--- src/sv/sttk_pkg.sv ---
// Shared types, constants and character-class helpers for the source text tokenizer.
// No dependencies; imported by sttk_scan, sttk_out_fifo and source_text_tokenizer.
package sttk_pkg;

    localparam int COUNT_WIDTH_DEFAULT = 16;
    localparam int FIFO_DEPTH = 4;
    localparam int FIFO_PTR_W = $clog2(FIFO_DEPTH);
    localparam int FIFO_CNT_W = $clog2(FIFO_DEPTH + 1);

    localparam logic [7:0] CH_DOLLAR  = 8'h24;
    localparam logic [7:0] CH_UNDER   = 8'h5F;
    localparam logic [7:0] CH_NEWLINE = 8'h0A;
    localparam logic [7:0] CH_QUOTE   = 8'h22;

    localparam logic [2:0] KW_LEN [3] = '{3'd2, 3'd4, 3'd6};

    typedef enum logic [2:0] {
        MODE_IDLE    = 3'd0,
        MODE_NUM     = 3'd1,
        MODE_IDENT   = 3'd2,
        MODE_STR     = 3'd3,
        MODE_COMMENT = 3'd4,
        MODE_DEAD    = 3'd5
    } mode_t;

    typedef enum logic [2:0] {
        KIND_NUMBER  = 3'd0,
        KIND_IDENT   = 3'd1,
        KIND_KEYWORD = 3'd2,
        KIND_STRING  = 3'd3,
        KIND_SYMBOL  = 3'd4,
        KIND_UNKNOWN = 3'd5,
        KIND_EOF     = 3'd6,
        KIND_BADSTR  = 3'd7
    } kind_t;

    typedef struct packed {
        kind_t       kind;
        logic [15:0] line;
        logic [15:0] col;
        logic [15:0] len;
        logic [1:0]  kw;
        logic [7:0]  sym;
        logic        last;
    } tok_t;

    // up to two tokens produced by one input transaction
    typedef struct packed {
        logic [1:0] n;
        tok_t       r0;
        tok_t       r1;
    } push_t;

    function automatic logic is_digit(input logic [7:0] c);
        return (c >= 8'h30) && (c <= 8'h39);
    endfunction

    function automatic logic is_alpha(input logic [7:0] c);
        return ((c >= 8'h61) && (c <= 8'h7A)) || ((c >= 8'h41) && (c <= 8'h5A));
    endfunction

    function automatic logic is_space(input logic [7:0] c);
        return (c == 8'h20) || ((c >= 8'h09) && (c <= 8'h0D));
    endfunction

    function automatic logic is_punct(input logic [7:0] c);
        return (c >= 8'h21) && (c <= 8'h7E) && !is_digit(c) && !is_alpha(c);
    endfunction

    // keyword text: 0 "if", 1 "else", 2 "return"
    function automatic logic [7:0] kw_char(input logic [1:0] k, input logic [2:0] pos);
        logic [7:0] r;
        r = 8'h00;
        case (k)
            2'd0: begin
                case (pos)
                    3'd0: r = 8'h69;
                    3'd1: r = 8'h66;
                    default: r = 8'h00;
                endcase
            end
            2'd1: begin
                case (pos)
                    3'd0: r = 8'h65;
                    3'd1: r = 8'h6C;
                    3'd2: r = 8'h73;
                    3'd3: r = 8'h65;
                    default: r = 8'h00;
                endcase
            end
            2'd2: begin
                case (pos)
                    3'd0: r = 8'h72;
                    3'd1: r = 8'h65;
                    3'd2: r = 8'h74;
                    3'd3: r = 8'h75;
                    3'd4: r = 8'h72;
                    3'd5: r = 8'h6E;
                    default: r = 8'h00;
                endcase
            end
            default: r = 8'h00;
        endcase
        return r;
    endfunction

endpackage

--- src/sv/sttk_scan.sv ---
// Scanner state machine: position counters, token tracking and token generation.
// Depends on sttk_pkg.
module sttk_scan #(
    parameter int COUNT_WIDTH = sttk_pkg::COUNT_WIDTH_DEFAULT
) (
    input  logic            aclk,
    input  logic            aresetn,
    input  logic            in_accept,
    input  logic [7:0]      in_ch,
    input  logic            in_end,
    output sttk_pkg::push_t push
);
    import sttk_pkg::*;

    localparam int CW = COUNT_WIDTH;

    mode_t          mode_reg,  mode_next;
    logic [CW-1:0]  line_reg,  line_next;
    logic [CW-1:0]  col_reg,   col_next;
    logic [CW-1:0]  start_reg, start_next;
    logic [CW-1:0]  run_reg,   run_next;
    logic [2:0]     mask_reg,  mask_next;

    function automatic logic [CW-1:0] inc_sat(input logic [CW-1:0] v);
        return (v == '1) ? v : v + 1'b1;
    endfunction

    function automatic logic [15:0] to16(input logic [CW-1:0] v);
        logic [CW+15:0] w;
        w = {16'h0000, v};
        if (w > (CW + 16)'(16'hFFFF)) begin
            return 16'hFFFF;
        end
        return w[15:0];
    endfunction

    function automatic logic [2:0] kw_filter(input logic [2:0] m, input logic [CW-1:0] pos,
                                             input logic [7:0] c);
        logic [2:0] r;
        r = m;
        for (int k = 0; k < 3; k++) begin
            if (pos >= CW'(KW_LEN[k]) || kw_char(2'(k), pos[2:0]) != c) begin
                r[k] = 1'b0;
            end
        end
        return r;
    endfunction

    logic c_digit, c_alpha, c_space, c_punct, c_word, c_nl, c_quote, c_dollar;

    assign c_digit  = is_digit(in_ch);
    assign c_alpha  = is_alpha(in_ch);
    assign c_space  = is_space(in_ch);
    assign c_punct  = is_punct(in_ch);
    assign c_nl     = (in_ch == CH_NEWLINE);
    assign c_quote  = (in_ch == CH_QUOTE);
    assign c_dollar = (in_ch == CH_DOLLAR);
    assign c_word   = c_alpha || c_digit || (in_ch == CH_UNDER);

    // pending-token termination (output block only) and idle-scan decision (shared by both blocks)
    logic term_pending;
    logic run_idle;

    always_comb begin
        term_pending = 1'b0;
        run_idle     = 1'b0;
        unique case (mode_reg)
            MODE_NUM:     begin term_pending = !c_digit; run_idle = !c_digit; end
            MODE_IDENT:   begin term_pending = !c_word;  run_idle = !c_word;  end
            MODE_STR:     term_pending = c_quote || c_nl;
            MODE_COMMENT: run_idle = c_nl;
            MODE_IDLE:    run_idle = 1'b1;
            default:      run_idle = 1'b0;
        endcase
    end

    // next state
    always_comb begin
        logic adv;
        adv        = 1'b0;
        mode_next  = mode_reg;
        line_next  = line_reg;
        col_next   = col_reg;
        start_next = start_reg;
        run_next   = run_reg;
        mask_next  = mask_reg;
        if (in_end) begin
            mode_next  = MODE_IDLE;
            line_next  = CW'(1);
            col_next   = '0;
            start_next = '0;
            run_next   = '0;
            mask_next  = 3'b111;
        end else begin
            unique case (mode_reg)
                MODE_NUM: begin
                    if (c_digit) begin
                        run_next = inc_sat(run_reg);
                        adv      = 1'b1;
                    end
                end
                MODE_IDENT: begin
                    if (c_word) begin
                        mask_next = kw_filter(mask_reg, run_reg, in_ch);
                        run_next  = inc_sat(run_reg);
                        adv       = 1'b1;
                    end
                end
                MODE_STR: begin
                    adv = 1'b1;
                    if (c_quote) begin
                        mode_next = MODE_IDLE;
                    end else if (c_nl) begin
                        mode_next = MODE_DEAD;
                    end else begin
                        run_next = inc_sat(run_reg);
                    end
                end
                MODE_COMMENT: begin
                    if (!c_nl) begin
                        adv = 1'b1;
                    end
                end
                MODE_IDLE: adv = 1'b0;
                default:   adv = 1'b1;
            endcase
            if (run_idle) begin
                adv       = 1'b1;
                mode_next = MODE_IDLE;
                if (c_space) begin
                    mode_next = MODE_IDLE;
                end else if (c_digit) begin
                    mode_next  = MODE_NUM;
                    start_next = col_reg;
                    run_next   = CW'(1);
                end else if (c_alpha || in_ch == CH_UNDER) begin
                    mode_next  = MODE_IDENT;
                    start_next = col_reg;
                    mask_next  = kw_filter(3'b111, '0, in_ch);
                    run_next   = CW'(1);
                end else if (c_quote) begin
                    mode_next  = MODE_STR;
                    start_next = col_reg;
                    run_next   = '0;
                end else if (c_dollar) begin
                    mode_next = MODE_COMMENT;
                end
            end
            if (adv) begin
                if (c_nl) begin
                    line_next = inc_sat(line_reg);
                    col_next  = '0;
                end else begin
                    col_next = inc_sat(col_reg);
                end
            end
        end
    end

    always_ff @(posedge aclk) begin
        if (!aresetn) begin
            mode_reg  <= MODE_IDLE;
            line_reg  <= CW'(1);
            col_reg   <= '0;
            start_reg <= '0;
            run_reg   <= '0;
            mask_reg  <= 3'b111;
        end else if (in_accept) begin
            mode_reg  <= mode_next;
            line_reg  <= line_next;
            col_reg   <= col_next;
            start_reg <= start_next;
            run_reg   <= run_next;
            mask_reg  <= mask_next;
        end
    end

    // outputs: token A is the pending token, token B the symbol/unknown or EOF
    always_comb begin
        tok_t a, b;
        logic va, vb;
        logic is_kw;
        logic [1:0] kw_idx;
        is_kw  = 1'b0;
        kw_idx = 2'd0;
        for (int k = 2; k >= 0; k--) begin
            if (mask_reg[k] && run_reg == CW'(KW_LEN[k])) begin
                is_kw  = 1'b1;
                kw_idx = 2'(k);
            end
        end

        a.kind = KIND_NUMBER;
        a.line = to16(line_reg);
        a.col  = to16(start_reg);
        a.len  = to16(run_reg);
        a.kw   = 2'd0;
        a.sym  = 8'h00;
        a.last = 1'b0;
        unique case (mode_reg)
            MODE_NUM:   a.kind = KIND_NUMBER;
            MODE_IDENT: begin
                a.kind = is_kw ? KIND_KEYWORD : KIND_IDENT;
                a.kw   = is_kw ? kw_idx : 2'd0;
            end
            MODE_STR:   a.kind = (in_end || !c_quote) ? KIND_BADSTR : KIND_STRING;
            default:    a.kind = KIND_NUMBER;
        endcase

        b.line = to16(line_reg);
        b.col  = to16(col_reg);
        b.last = 1'b1;
        if (in_end) begin
            va     = (mode_reg == MODE_NUM) || (mode_reg == MODE_IDENT) ||
                     (mode_reg == MODE_STR);
            vb     = 1'b1;
            b.kind = KIND_EOF;
            b.len  = 16'd0;
            b.kw   = 2'd0;
            b.sym  = 8'h00;
        end else begin
            va     = term_pending;
            vb     = run_idle && !c_space && !c_word && !c_quote && !c_dollar;
            b.kind = c_punct ? KIND_SYMBOL : KIND_UNKNOWN;
            b.len  = 16'd1;
            b.kw   = 2'd0;
            b.sym  = in_ch;
        end

        push.n  = in_accept ? (2'(va) + 2'(vb)) : 2'd0;
        push.r1 = b;
        if (va) begin
            push.r0      = a;
            push.r0.last = !vb;
        end else begin
            push.r0 = b;
        end
    end

`ifndef NO_ASSERTIONS
    a_push_needs_accept: assert property (@(posedge aclk) disable iff (!aresetn)
        push.n != 2'd0 |-> in_accept)
        else $error("tokens produced without an accepted transaction");

    a_end_gives_eof: assert property (@(posedge aclk) disable iff (!aresetn)
        in_accept && in_end |->
            (push.n == 2'd1 && push.r0.kind == KIND_EOF) ||
            (push.n == 2'd2 && push.r1.kind == KIND_EOF))
        else $error("end of input without trailing EOF token");

    a_end_resets: assert property (@(posedge aclk) disable iff (!aresetn)
        in_accept && in_end |=> mode_reg == MODE_IDLE && line_reg == CW'(1) && col_reg == '0)
        else $error("scanner state not restored after end of input");

    a_line_nonzero: assert property (@(posedge aclk) disable iff (!aresetn)
        line_reg != '0)
        else $error("line counter reached zero");
`endif

endmodule

--- src/sv/sttk_out_fifo.sv ---
// Four-entry token queue between the scanner and the result channel; takes up to
// two tokens per cycle, delivers one per cycle while out_ready is high. Depends on sttk_pkg.
module sttk_out_fifo (
    input  logic            aclk,
    input  logic            aresetn,
    input  sttk_pkg::push_t push,
    output logic            space_ok,
    output logic            out_valid,
    input  logic            out_ready,
    output sttk_pkg::tok_t  out_tok
);
    import sttk_pkg::*;

    tok_t                  mem [FIFO_DEPTH];
    logic [FIFO_PTR_W-1:0] wr_ptr_reg, wr_ptr_next;
    logic [FIFO_PTR_W-1:0] rd_ptr_reg, rd_ptr_next;
    logic [FIFO_CNT_W-1:0] count_reg, count_next;
    logic                  pop;

    assign pop       = out_valid && out_ready;
    assign out_valid = (count_reg != '0);
    assign out_tok   = mem[rd_ptr_reg];
    assign space_ok  = (count_reg <= FIFO_CNT_W'(FIFO_DEPTH - 2));

    always_comb begin
        wr_ptr_next = wr_ptr_reg + FIFO_PTR_W'(push.n);
        rd_ptr_next = rd_ptr_reg + FIFO_PTR_W'(pop);
        count_next  = count_reg + FIFO_CNT_W'(push.n) - FIFO_CNT_W'(pop);
    end

    always_ff @(posedge aclk) begin
        if (push.n != 2'd0) begin
            mem[wr_ptr_reg] <= push.r0;
        end
        if (push.n == 2'd2) begin
            mem[wr_ptr_reg + FIFO_PTR_W'(1)] <= push.r1;
        end
    end

    always_ff @(posedge aclk) begin
        if (!aresetn) begin
            wr_ptr_reg <= '0;
            rd_ptr_reg <= '0;
            count_reg  <= '0;
        end else begin
            wr_ptr_reg <= wr_ptr_next;
            rd_ptr_reg <= rd_ptr_next;
            count_reg  <= count_next;
        end
    end

`ifndef NO_ASSERTIONS
    a_count_bound: assert property (@(posedge aclk) disable iff (!aresetn)
        count_reg <= FIFO_CNT_W'(FIFO_DEPTH))
        else $error("token queue count out of range");

    a_no_overflow: assert property (@(posedge aclk) disable iff (!aresetn)
        push.n != 2'd0 |-> count_reg + FIFO_CNT_W'(push.n) <= FIFO_CNT_W'(FIFO_DEPTH))
        else $error("token queue overflow");

    a_ptr_gap: assert property (@(posedge aclk) disable iff (!aresetn)
        (count_reg == FIFO_CNT_W'(FIFO_DEPTH)) || (wr_ptr_reg - rd_ptr_reg ==
            FIFO_PTR_W'(count_reg)))
        else $error("token queue pointers disagree with count");
`endif

endmodule

--- src/sv/source_text_tokenizer.sv ---
// Source text tokenizer: one source byte per transaction in, token descriptors out.
// Depends on sttk_pkg, sttk_scan and sttk_out_fifo.
//
// Input channel (s_): s_tdata[7:0] is the source byte, s_tlast marks end of input
// (byte ignored, pending token and an end-of-file token are emitted).
// Result channel (m_): one token descriptor per transaction; m_tlast is high on
// the final token caused by an input byte.
// Tokens caused by a byte are written into the token queue and leave it in order on m_.
// Throughput: one byte per cycle while m_tready is high and each byte yields at most one
// token; a byte that yields two tokens takes two result transactions. The 4-entry
// token queue holds s_tready low while fewer than two entries are free.
// Reset: synchronous on aresetn low; queue emptied, line 1, column 0, idle scan.
// A stalled receiver holds the head token on m_ and backs up into s_tready once
// the queue fills; no token is lost or repeated.
module source_text_tokenizer #(
    parameter int COUNT_WIDTH = sttk_pkg::COUNT_WIDTH_DEFAULT
) (
    input  logic        aclk,
    input  logic        aresetn,
    input  logic        s_tvalid,
    output logic        s_tready,
    input  logic [7:0]  s_tdata,   // [7:0] ch
    input  logic        s_tlast,   // is_end
    output logic        m_tvalid,
    input  logic        m_tready,
    output logic [63:0] m_tdata,   // [2:0] token_kind, [18:3] line_number,
                                   // [34:19] start_column, [50:35] token_length,
                                   // [52:51] keyword_index, [60:53] symbol_char
    output logic        m_tlast    // last
);
    import sttk_pkg::*;

    push_t push;
    tok_t  head;
    logic  in_accept;

    assign in_accept = s_tvalid && s_tready;

    sttk_scan #(
        .COUNT_WIDTH (COUNT_WIDTH)
    ) u_scan (
        .aclk      (aclk),
        .aresetn   (aresetn),
        .in_accept (in_accept),
        .in_ch     (s_tdata),
        .in_end    (s_tlast),
        .push      (push)
    );

    sttk_out_fifo u_fifo (
        .aclk      (aclk),
        .aresetn   (aresetn),
        .push      (push),
        .space_ok  (s_tready),
        .out_valid (m_tvalid),
        .out_ready (m_tready),
        .out_tok   (head)
    );

    assign m_tdata = {3'b000, head.sym, head.kw, head.len, head.col, head.line, head.kind};
    assign m_tlast = head.last;

endmodule
--- config.mk ---
export PLATFORM = sky130hd
export DESIGN_NAME = source_text_tokenizer
export DESIGN_NICKNAME = d
export VERILOG_FILES = /design/src/sv/sttk_pkg.sv /design/src/sv/sttk_scan.sv /design/src/sv/sttk_out_fifo.sv /design/src/sv/source_text_tokenizer.sv
export SDC_FILE = /design/constraint.sdc
export NUM_CORES = 1
export LEC_CHECK = 0
export BUFFER_PORTS_ARGS = -buffer_cell sky130_fd_sc_hd__buf_4
export CAP_MARGIN = 20
export CELL_PAD_IN_SITES_DETAIL_PLACEMENT = 1
export CELL_PAD_IN_SITES_GLOBAL_PLACEMENT = 2
export CORE_MARGIN = 10
export CORE_UTILIZATION = 44
export CTS_BUF_LIST = sky130_fd_sc_hd__clkbuf_4 sky130_fd_sc_hd__clkbuf_8
export DETAILED_ROUTE_END_ITERATION = 12
export PLACE_DENSITY = 0.91
export SYNTH_ARGS = -nofsm -noshare
export SYNTH_HDL_FRONTEND = slang
export SYNTH_SLANG_ARGS = --single-unit
--- constraint.sdc ---
create_clock -name aclk -period 6.8 [get_ports aclk]
set_clock_uncertainty 0.05 [all_clocks]
set_input_delay 1.36 -clock aclk [delete_from_list [all_inputs] [get_ports aclk]]
set_output_delay 1.36 -clock aclk [all_outputs]
set_load 0.01 [all_outputs]
==> reports/results.md <==
- 23.1 µm — post-detailed-route wirelength per cell
- 11.1k — total vias in the final route
- 0 — count of buffers added by post-CTS timing repair for setup
- in -> reg — type of the worst setup path
- 68700 µm — global-route wire length before repair
- sky130_fd_sc_hd__clkbuf_8 — root cell of the clock tree
- 21.8% — fraction of layout cells with a size suffix above 1
- 68 — Row Count
- 206 µm — Die X-Extent
- 33.8% — Synth top area share
- 0 — number of pins exceeding their max-slew limit in the final report
- false — setup repair after global routing missed its margin
- primary input — type of origin of the critical path
- 28.3% — Slew HR
- 15300 µm² — area of the mapped netlist
- 3600 — Filler cells
- complete, no violations — result of the run
- 43000 µm — Post-Route WL
- 248 — number of flip-flops under the largest register name
- 0% — Async S/R FF share, synth
- 0 — post-CTS sizing
- 2 — H-tree depth reported by CTS
- 0 — antenna violations before repair
- 13.5% — P&R area growth vs syn
- 5.31 ns — post-layout min period
- 5.94 — drt via density
- 44.5% — initial core utilization
- reg -> reg — path type of the worst min-delay path
- 27700 µm — HPWL after detailed placement
- 79 — number of library cell types mapped by synthesis
- 0 — drc violations
- 8230 µm² — total area of sequential cells
- 325 — count of clock tree sinks
- 172 — number of enable flip-flop cells after synthesis
- 11.6 µm² — average size of a mapped cell
- 1393 — Net count, final
- 325 — number of register bits inferred by synthesis
- 5.54 ns — data arrival time of the worst path
- 0 ns — final-layout setup total negative slack
- 0.58 ns — clock network latency to the later pin of the worst-skew pair
- 188 MHz — fmax
- 3 — Max Root-Sink Buffers
- sky130_fd_sc_hd__edfxtp_1 — leading cell type by number of instances after synthesis
- sky130_fd_sc_hd__edfxtp_1 — largest area contributor in the synthesized netlist
- 0 — # Max-Cap Violations
- 0.06 ns — clock transition time at the flip-flop clock pins of the worst setup and hold paths
- 735 — Iteration-0 DRC Markers
- 53 — number of buffers created by CTS
- 0.000151 V — VDD IR max
- 0 — GRT Residual Overflow
- 0 — cts hold-fix bufs
- sky130_fd_sc_hd__edfxtp_1, sky130_fd_sc_hd__dfxtp_1, sky130_fd_sc_hd__a22o_1, sky130_fd_sc_hd__nor2_1, sky130_fd_sc_hd__nand2_1 — most instantiated cells after synthesis
- 206 µm — vertical die dimension
- 6.03 nW — reported leakage power
- 1.49 ns — post-layout worst setup margin
- built — TritonCTS clock tree
- 0.853 — placer's final routability congestion estimate
- 78.1% — final worst-path cycle share
- 23 — largest fanout on the critical path
- 7 — first-pass iteration count of the detailed router
- 0 — Yosys warning total
- 42600 µm² — Die Footprint
- 11.9k — vias in the first global route
- 0 — Hold Fails Final Rpt
- 1.02 ns — worst-case setup slack after placement
- 62 — maximum number of pins on one net before global-route repair
- flop — Worst Setup End Kind
- u_fifo.mem — Top reg by flops
- 6530 µm² — multi-input gate area in the final layout
- 7.03 ns — required arrival time at the worst endpoint
- sky130_fd_sc_hd__edfxtp_1 — top_reg_cell synth
- 1.07 ns — slew at the pin closest to its max-slew limit
- 20.3% — total global-route track usage
- 0 — Final ANT Viol Nets
- 0 — Final setup viols
- 1314 — Synth Instances
- 80 — I/O pin count
- sky130_fd_sc_hd__edfxtp_1, sky130_fd_sc_hd__dfxtp_1, sky130_fd_sc_hd__mux4_2 — cells taking the most area after synthesis
- 34400 µm² — Std-Cell Core Area
- 53.8% — proportion of synthesized chip area in sequential cells
- 0 — Diodes inserted
- 301 nW/µm² — power per cell area
- 76 — number of buffer cells added on primary ports
final timing paths:
| path | from | endpoint | slack [ns] | cells past startpoint |
|---|---|---|---|---|
| setup / recovery | s_tdata[5] | u_fifo.mem[1][43]$_DFFE_PP_ | 1.49 | 12 |
| hold reg to reg | u_fifo.mem[1][9]$_SDFFE_PP0N_ | u_fifo.mem[1][9]$_SDFFE_PP0N_ | 0.42 | 2 |
| hold / removal | u_fifo.mem[1][9]$_SDFFE_PP0N_ | u_fifo.mem[1][9]$_SDFFE_PP0N_ | 0.42 | 2 |
| setup reg to reg | u_scan.mode_reg[0]$_SDFFE_PN0P_ | u_fifo.mem[1][43]$_DFFE_PP_ | 2.29 | 11 |
layout make-up:
type / instances / area share, %
clock inverters: 8 / 0.245
well taps: 455 / 3.28
flip-flops and latches: 325 / 47.4
multi-input cells: 860 / 37.6
clock buffers: 88 / 6.11
repair buffers: 108 / 4.89
inverters: 18 / 0.389
kinds of logic after synthesis:
kind of cell | after synthesis | synth area share (%)
and+or+nand+nor | 437 | 14.4
DFF | 325 | 53.8
AOI/OAI and AO/OA | 299 | 15.1
buffers and inverters | 131 | 3.62
muxes | 66 | 9.40
xor gates and xnor gates | 41 | 2.35
adders and majority gates | 14 | 1.19
other | 1 | 0.0245
where the power goes:
| part | internal, W | switching (W) |
|---|---|---|
| clock network | 0.000981 | 0.000779 |
| registers | 0.00221 | 0.000144 |
| logic | 0.000519 | 0.000586 |
metrics by stage:
stage	hold slack, ns	util, %	cell area, µm²	total power (W)	cells
detailed placement	0.403	47.2	16200	0.00352	1764
CTS	0.421	50.4	17300	0.00528	1860
floorplan	0.370	-	15300	0.00302	1316
finish	0.420	50.5	17400	0.00522	1862
global placement	0.381	47.2	16200	0.00349	1764
global route	0.442	50.5	17400	0.00545	1862
critical path, cell delays in order:
cell	delay (ns)
sky130_fd_sc_hd__buf_4	0.16
sky130_fd_sc_hd__nand3b_1	0.16
sky130_fd_sc_hd__a41o_1	0.33
sky130_fd_sc_hd__or2_1	0.26
sky130_fd_sc_hd__o311ai_2	0.87
sky130_fd_sc_hd__inv_2	0.27
sky130_fd_sc_hd__ha_1	0.42
sky130_fd_sc_hd__nand4b_1	0.34
sky130_fd_sc_hd__nor3_1	0.41
sky130_fd_sc_hd__nor2_1	0.14
sky130_fd_sc_hd__inv_2	0.48
sky130_fd_sc_hd__buf_4	0.32
layout by cell type (no fill, tap or decap), types with 13 or more instances in the layout:
cell,netlist,layout
sky130_fd_sc_hd__edfxtp_1,172,172
sky130_fd_sc_hd__dfxtp_1,153,151
sky130_fd_sc_hd__a22o_1,129,129
sky130_fd_sc_hd__nor2_1,118,118
sky130_fd_sc_hd__buf_4,3,105
sky130_fd_sc_hd__nand2_1,88,88
sky130_fd_sc_hd__and2_1,75,75
sky130_fd_sc_hd__clkbuf_8,0,64
sky130_fd_sc_hd__mux4_2,62,62
sky130_fd_sc_hd__o21ai_0,37,37
sky130_fd_sc_hd__nor3_1,33,33
sky130_fd_sc_hd__a21oi_1,34,33
sky130_fd_sc_hd__xnor2_1,24,24
sky130_fd_sc_hd__clkbuf_4,0,24
sky130_fd_sc_hd__nand3_1,20,20
sky130_fd_sc_hd__xor2_1,17,17
sky130_fd_sc_hd__nand4_1,16,16
sky130_fd_sc_hd__o22ai_1,16,16
sky130_fd_sc_hd__inv_1,17,13
sky130_fd_sc_hd__and3_1,13,13
sky130_fd_sc_hd__ha_1,13,13
layer usage:
layer  wire length (µm)  vias up  GRT usage, %
met5                  0        -             0
met4                947        0          5.55
met3               2030       77          3.09
met2              22000      275          36.1
met1              18100     5653          25.1
li1                   -     5050             -
Power figures use the tool's default switching activity.
